`src/design/nfcd_pkg.sv`:
```
// Shared constants, codes and beat types for the NOR flash command decoder.
// Used by every module of the block except nfcd_ram; depends on nothing.
package nfcd_pkg;

    // Array and sector geometry
    localparam int ADDRESS_BITS = 19;
    localparam int SECTOR_BITS  = 12;
    localparam int MATCH_BITS   = 15;

    // Unlock addresses, matched on the low address bits only
    localparam logic [MATCH_BITS-1:0] UNLOCK_A = 15'h5555;
    localparam logic [MATCH_BITS-1:0] UNLOCK_B = 15'h2AAA;

    // Command data bytes
    localparam logic [7:0] DATA_AA      = 8'hAA;
    localparam logic [7:0] DATA_55      = 8'h55;
    localparam logic [7:0] DATA_PROGRAM = 8'hA0;
    localparam logic [7:0] DATA_ERASE   = 8'h80;
    localparam logic [7:0] DATA_SECTOR  = 8'h30;
    localparam logic [7:0] ERASED_BYTE  = 8'hFF;

    // Bus command codes
    localparam logic [1:0] CMD_READ  = 2'd0;
    localparam logic [1:0] CMD_WRITE = 2'd1;
    localparam logic [1:0] CMD_TICK  = 2'd2;

    // Configuration register indexes
    localparam logic CFG_PROGRAM_TICKS = 1'b0;
    localparam logic CFG_ERASE_TICKS   = 1'b1;

    localparam int CFG_W        = 16;
    localparam int PROG_TICKS_W = 10;
    localparam int BUSY_W       = 16;

    localparam logic [PROG_TICKS_W-1:0] PROG_TICKS_RESET  = 10'd20;
    localparam logic [BUSY_W-1:0]       ERASE_TICKS_RESET = 16'd1250;

    // Input beat
    typedef struct packed {
        logic [1:0]              cmd;
        logic [ADDRESS_BITS-1:0] address;
        logic [7:0]              write_byte;
    } t_in_item;

    // Result beat
    typedef struct packed {
        logic [7:0] read_byte;
        logic       busy_res;
    } t_out_item;

    // Decoded action of the current input beat, command unit to sequencer
    typedef struct packed {
        logic       mem_read;   // array read needed
        logic       do_prog;    // byte program fires
        logic       do_erase;   // sector erase fires
        logic [7:0] read_byte;  // status byte, or zero when no array data
        logic       busy;       // busy before this beat
        logic       busy_res;   // busy after this beat
    } t_act;

endpackage

```
`src/design/nfcd_cmd.sv`:
```
// Command unit: unlock sequence decoder, busy countdown, status bits, config registers.
// Depends on nfcd_pkg.
module nfcd_cmd (
    input  logic                       i_clk,
    input  logic                       i_rst_n,
    input  logic                       i_accept,
    input  nfcd_pkg::t_in_item         i_item,
    input  logic                       i_cfg_we,
    input  logic                       i_cfg_index,
    input  logic [nfcd_pkg::CFG_W-1:0] i_cfg_data,
    output nfcd_pkg::t_act             o_act
);

    typedef enum logic [6:0] {
        ST_IDLE  = 7'b0000001,
        ST_AA1   = 7'b0000010,
        ST_551   = 7'b0000100,
        ST_PROG  = 7'b0001000,
        ST_ERASE = 7'b0010000,
        ST_AA2   = 7'b0100000,
        ST_552   = 7'b1000000
    } t_step;

    t_step                               r_step, n_step;
    logic [nfcd_pkg::BUSY_W-1:0]         r_busy_count, n_busy_count;
    logic                                r_is_erase;
    logic                                r_toggle;
    logic                                r_prog_top;
    logic [nfcd_pkg::PROG_TICKS_W-1:0]   r_prog_ticks;
    logic [nfcd_pkg::BUSY_W-1:0]         r_erase_ticks;

    logic [nfcd_pkg::MATCH_BITS-1:0]     low_addr;
    logic [7:0]                          wdata;
    logic                                busy;
    logic                                is_write;
    logic                                is_read;
    logic                                hit_prog;
    logic                                hit_erase;
    logic                                do_prog;
    logic                                do_erase;

    // Decode the unlock sequence and the next busy count
    always_comb begin
        low_addr  = i_item.address[nfcd_pkg::MATCH_BITS-1:0];
        wdata     = i_item.write_byte;
        busy      = (r_busy_count != '0);
        is_write  = (i_item.cmd == nfcd_pkg::CMD_WRITE) && !busy;
        is_read   = (i_item.cmd == nfcd_pkg::CMD_READ);
        n_step    = ST_IDLE;
        hit_prog  = 1'b0;
        hit_erase = 1'b0;

        unique case (r_step)
            ST_IDLE: begin
                if (low_addr == nfcd_pkg::UNLOCK_A && wdata == nfcd_pkg::DATA_AA) begin
                    n_step = ST_AA1;
                end
            end
            ST_AA1: begin
                if (low_addr == nfcd_pkg::UNLOCK_B && wdata == nfcd_pkg::DATA_55) begin
                    n_step = ST_551;
                end
            end
            ST_551: begin
                if (low_addr == nfcd_pkg::UNLOCK_A && wdata == nfcd_pkg::DATA_PROGRAM) begin
                    n_step = ST_PROG;
                end else if (low_addr == nfcd_pkg::UNLOCK_A
                             && wdata == nfcd_pkg::DATA_ERASE) begin
                    n_step = ST_ERASE;
                end
            end
            ST_PROG: begin
                hit_prog = 1'b1;
            end
            ST_ERASE: begin
                if (low_addr == nfcd_pkg::UNLOCK_A && wdata == nfcd_pkg::DATA_AA) begin
                    n_step = ST_AA2;
                end
            end
            ST_AA2: begin
                if (low_addr == nfcd_pkg::UNLOCK_B && wdata == nfcd_pkg::DATA_55) begin
                    n_step = ST_552;
                end
            end
            ST_552: begin
                hit_erase = (wdata == nfcd_pkg::DATA_SECTOR);
            end
            default: begin
                n_step = ST_IDLE;
            end
        endcase

        do_prog  = is_write && hit_prog;
        do_erase = is_write && hit_erase;

        // Load on program or erase, count down on ticks while busy
        n_busy_count = r_busy_count;
        if (i_item.cmd == nfcd_pkg::CMD_TICK && busy) begin
            n_busy_count = r_busy_count - 1'b1;
        end
        if (do_prog) begin
            n_busy_count = {{(nfcd_pkg::BUSY_W - nfcd_pkg::PROG_TICKS_W){1'b0}}, r_prog_ticks};
        end
        if (do_erase) begin
            n_busy_count = r_erase_ticks;
        end

        o_act.mem_read  = is_read && !busy;
        o_act.do_prog   = do_prog;
        o_act.do_erase  = do_erase;
        o_act.read_byte = (is_read && busy)
                        ? {(~r_is_erase & ~r_prog_top), r_toggle, 6'b000000}
                        : 8'h00;
        o_act.busy      = busy;
        o_act.busy_res  = (n_busy_count != '0);
    end

    // Advance the command state on each accepted beat
    always_ff @(posedge i_clk) begin
        if (!i_rst_n) begin
            r_step       <= ST_IDLE;
            r_busy_count <= '0;
            r_is_erase   <= 1'b0;
            r_toggle     <= 1'b0;
            r_prog_top   <= 1'b0;
        end else if (i_accept) begin
            r_busy_count <= n_busy_count;
            if (is_write) begin
                r_step <= n_step;
            end
            if (is_read && busy) begin
                r_toggle <= ~r_toggle;
            end
            if (do_prog) begin
                r_is_erase <= 1'b0;
                r_prog_top <= wdata[7];
            end
            if (do_erase) begin
                r_is_erase <= 1'b1;
            end
        end
    end

    // Hold the busy-time registers
    always_ff @(posedge i_clk) begin
        if (!i_rst_n) begin
            r_prog_ticks  <= nfcd_pkg::PROG_TICKS_RESET;
            r_erase_ticks <= nfcd_pkg::ERASE_TICKS_RESET;
        end else if (i_cfg_we) begin
            if (i_cfg_index == nfcd_pkg::CFG_PROGRAM_TICKS) begin
                r_prog_ticks <= i_cfg_data[nfcd_pkg::PROG_TICKS_W-1:0];
            end else begin
                r_erase_ticks <= i_cfg_data;
            end
        end
    end

endmodule

```
`config.mk`:
```
export PLATFORM = sky130hd
export DESIGN_NAME = nfcd_cmd
export DESIGN_NICKNAME = d
export VERILOG_FILES = /design/src/design/nfcd_pkg.sv /design/src/design/nfcd_cmd.sv
export SDC_FILE = /design/constraint.sdc
export NUM_CORES = 1
export LEC_CHECK = 0
export BUFFER_PORTS_ARGS = -buffer_cell sky130_fd_sc_hd__buf_4
export CELL_PAD_IN_SITES_DETAIL_PLACEMENT = 0
export CELL_PAD_IN_SITES_GLOBAL_PLACEMENT = 1
export CORE_ASPECT_RATIO = 1.2
export CORE_MARGIN = 4
export CORE_UTILIZATION = 44
export CTS_BUF_LIST = sky130_fd_sc_hd__clkbuf_8
export DETAILED_ROUTE_END_ITERATION = 8
export MAX_ROUTING_LAYER = met4
export PLACE_DENSITY_LB_ADDON = 0.15
export SETUP_SLACK_MARGIN = 0.05
export SYNTH_ARGS = -nofsm -noshare
export SYNTH_HDL_FRONTEND = slang
export SYNTH_SLANG_ARGS = --single-unit
export TNS_END_PERCENT = 5
```
`constraint.sdc`:
```
create_clock -name i_clk -period 4.6 [get_ports i_clk]
set_clock_uncertainty 0.05 [all_clocks]
set_input_delay 0.46 -clock i_clk [delete_from_list [all_inputs] [get_ports i_clk]]
set_output_delay 0.46 -clock i_clk [all_outputs]
set_load 0.01 [all_outputs]
```
==> results.tsv <==
metric	value	unit
run status	finished, final reports clean	
ratio of cells with drive above 1 in the final layout	0.186	
total number of H-tree levels	2	
Iter 0 DRT Violations	116	
most heavily used metal layer in global routing	met2	
routed len/inst	15.0	µm
final critical delay including setup and external delays	4.03	ns
Max Transition Viols Final	0	
pre-CTS worst setup slack	0.916	ns
GR Util met1	0.245	
transition time at the pin with the least slew margin	0.662	ns
root buffer selected by CTS	clkbuf_8	
maximum buffer depth of the clock tree	2	
mean area per synthesized cell	7.91	µm²
area share of and/or/nand/nor cells after synthesis	0.364	
complex-gate fraction of the synthesized area	0.158	
hold_buf cts	0	
Synth Area in Adders	0.00839	
share of the yosys chip area belonging to registers	0.349	
I/O pin count	63	
total clock buffers created by CTS	5	
clock-pin slew on the worst setup and hold paths	0.09	ns
most area-hungry cell type in the Yosys netlist	dfxtp_1	
worst relative slew slack	0.558	
classification of the worst setup path	register to output pin	
total overflow reported by the global router	0	
RSZ-0062 raised after global routing	false	
most frequently used flop master after synthesis	dfxtp_1	
Detail Route Antenna Nets	0	
total power after layout	1.05	mW
Die W	83.2	µm
Sinks on Clock Net	52	
number of diodes	0	
IR Drop Worst-Case VDD	196	µV
wire length of the first global-routing pass	12300	µm
Unique masters post-synth	67	
Via density	5.46	
Syn-to-layout area delta	16.3	%
starting density of the core	0.457	
clock tree from TritonCTS	built	
routability congestion estimate	0.838	
Finish-stage setup viols	0	
maximum number of pins on one net before global-route repair	38	
Post-layout nets	467	
Final Hold Vio Count	0	
number of synthesized register bits	52	
post_cts resized	0	
crit path capture type	output pin	
global-route track usage on met3	0.0287	
Placeable Area	6530	µm²
hold_ws	0.312	ns
type of the tightest min-delay check	input pin to register	
Req. time, crit path	4.09	ns
number of global-route vias before repair	2511	
latest clock arrival within the worst-skew pair	0.30	ns
f_max	0.248	GHz
cells after synthesis	377	
aggregate negative setup slack	0	ns
Die Span Y	98.2	µm
Remaining DRCs	0	
First-pass DRT Iterations	4	
leakage power figure	1.33	nW
die area	8170	µm²
cell types with the largest area share after synthesis	dfxtp_1 (35%), nand2_1 (9.2%), a21oi_1 (5.4%)	
final-layout fill cell count	682	
cell area after synthesis	2980	µm²
arrival time at the worst endpoint	3.52	ns
max-cap violation count	0	
met2 routing resource usage after global routing	0.307	
via count	2730	
synthesized-area fraction occupied by xor and xnor cells	0.0235	
Yosys warning count	0	
total setup buffers inserted after CTS	0	
Total Routing Usage GR	0.187	
number of antenna violations at the first check in global routing	0	
mux contribution to synthesized area	0.0315	
power density over the cells	304	nW/µm²
HPWL after detailed placement	5580	µm
count of flip-flops with a built-in enable after synthesis	0	
asr flop ratio synth	0	
critical path fanouts, max	14	
share of the synthesized area in the top cell type	0.349	
final period utilization	0.876	
DRT Wirelength	7510	µm
crit path launch type	register	
Worst Setup Slack, final	0.570	ns
dominant combinational cell family by area after synthesis	simple AND/OR/NAND/NOR gates	
number of I/O port buffers	52	
cell row count	32	
==> sequential cells by signal, summed over array words and instances, names as in the netlist <==
signal,cells
r_busy_count,16
r_erase_ticks,16
r_prog_ticks,10
r_step,7
r_is_erase,1
r_prog_top,1
r_toggle,1
==> kinds of logic (layout without fill, tap and decap cells) <==
logic type                 count (synthesis)  after routing
AOI/OAI and AO/OA                         75             75
muxes                                      9              9
adders and majority gates                  2              2
xor gates and xnor gates                   8              8
other                                      1              6
and+or+nand+nor                          195            195
DFF                                       52             52
buffers and inverters                     35             68
==> report_power, final <==
part | switching, mW | internal, mW | leakage, nW | total [mW]
Sequential | 0.0212 | 0.471 | 0.425 | 0.492
Clock | 0.151 | 0.214 | 0.0642 | 0.365
Combinational | 0.105 | 0.0899 | 0.840 | 0.195
==> cells in the mapped netlist, types with 3 or more instances <==
cell / number
clkbuf_1: 10
nor4bb_1: 3
xnor2_1: 3
and2_1: 3
nand4_1: 4
xor2_1: 5
nand2_1: 73
inv_1: 8
a211oi_1: 8
a221oi_1: 4
mux2i_1: 6
nor3_1: 15
buf_4: 9
nand4b_1: 4
nand3_1: 12
a22oi_1: 5
nand2b_1: 4
a21oi_1: 32
nor3b_1: 4
nor4_1: 8
or3_1: 4
nor2_1: 28
o21ai_0: 11
nor2b_1: 6
dfxtp_1: 52
or4_1: 4
==> worst max-delay path, stage by stage (launching register included) <==
cell	delay (ns)
dfxtp_1	0.33
inv_1	0.13
ha_1	0.17
nor4b_1	0.46
nand4_2	0.44
nor3_4	0.57
mux2_1	0.36
mux2_2	0.28
nor4_2	0.15
nand4_1	0.14
buf_4	0.16
==> area by class of cell <==
class	instances	area (µm²)	area share
clock inverters	2	60.1	0.0173
inverters	9	33.8	0.00974
flip-flops and latches	52	1040	0.300
multi-input cells	295	1770	0.510
repair buffers	52	390	0.113
clock buffers	5	68.8	0.0198
well taps	85	106	0.0307
==> per-layer routing <==
layer	part of all wire	wire, µm
met1	0.47	3510
met2	0.49	3680
met3	0.036	267
met4	0.0069	52
met5	0	0
==> through the flow <==
stage	cell area (µm²)	util	instances
finish	3470	0.531	500
global route	3470	0.531	500
CTS	3470	0.531	500
detailed placement	3340	0.512	493
global placement	3340	0.512	493
floorplan	3000	-	382
==> layout by cell type, fill, tap and decap left out, types with 5 or more instances in the layout <==
| master | Yosys | routed |
|---|---|---|
| nor2b_1 | 6 | 6 |
| xor2_1 | 5 | 5 |
| dfxtp_1 | 52 | 52 |
| nor2_1 | 28 | 28 |
| nor3_1 | 15 | 15 |
| o21ai_0 | 11 | 11 |
| nor4_1 | 8 | 8 |
| inv_1 | 8 | 8 |
| buf_4 | 9 | 52 |
| nand3_1 | 12 | 12 |
| conb_1 | 1 | 6 |
| a22oi_1 | 5 | 5 |
| a21oi_1 | 32 | 32 |
| mux2i_1 | 6 | 6 |
| clkbuf_8 | 1 | 5 |
| a211oi_1 | 8 | 8 |
| nand2_1 | 73 | 73 |
==> path summary, 6_finish.rpt <==
check	end	slack, ns	start	cells after the start
worst max-delay path	o_act[0]	0.57	r_busy_count[0]$_SDFFE_PN0P_	10
worst min-delay path	r_erase_ticks[10]$_SDFFE_PN1P_	0.31	i_cfg_data[10]	3
worst max register to register	r_busy_count[1]$_SDFFE_PN0P_	1.46	r_busy_count[0]$_SDFFE_PN0P_	9
worst min register to register	r_erase_ticks[9]$_SDFFE_PN0P_	0.41	r_erase_ticks[9]$_SDFFE_PN0P_	2
Note: power is estimated with default switching activity, not from simulation.
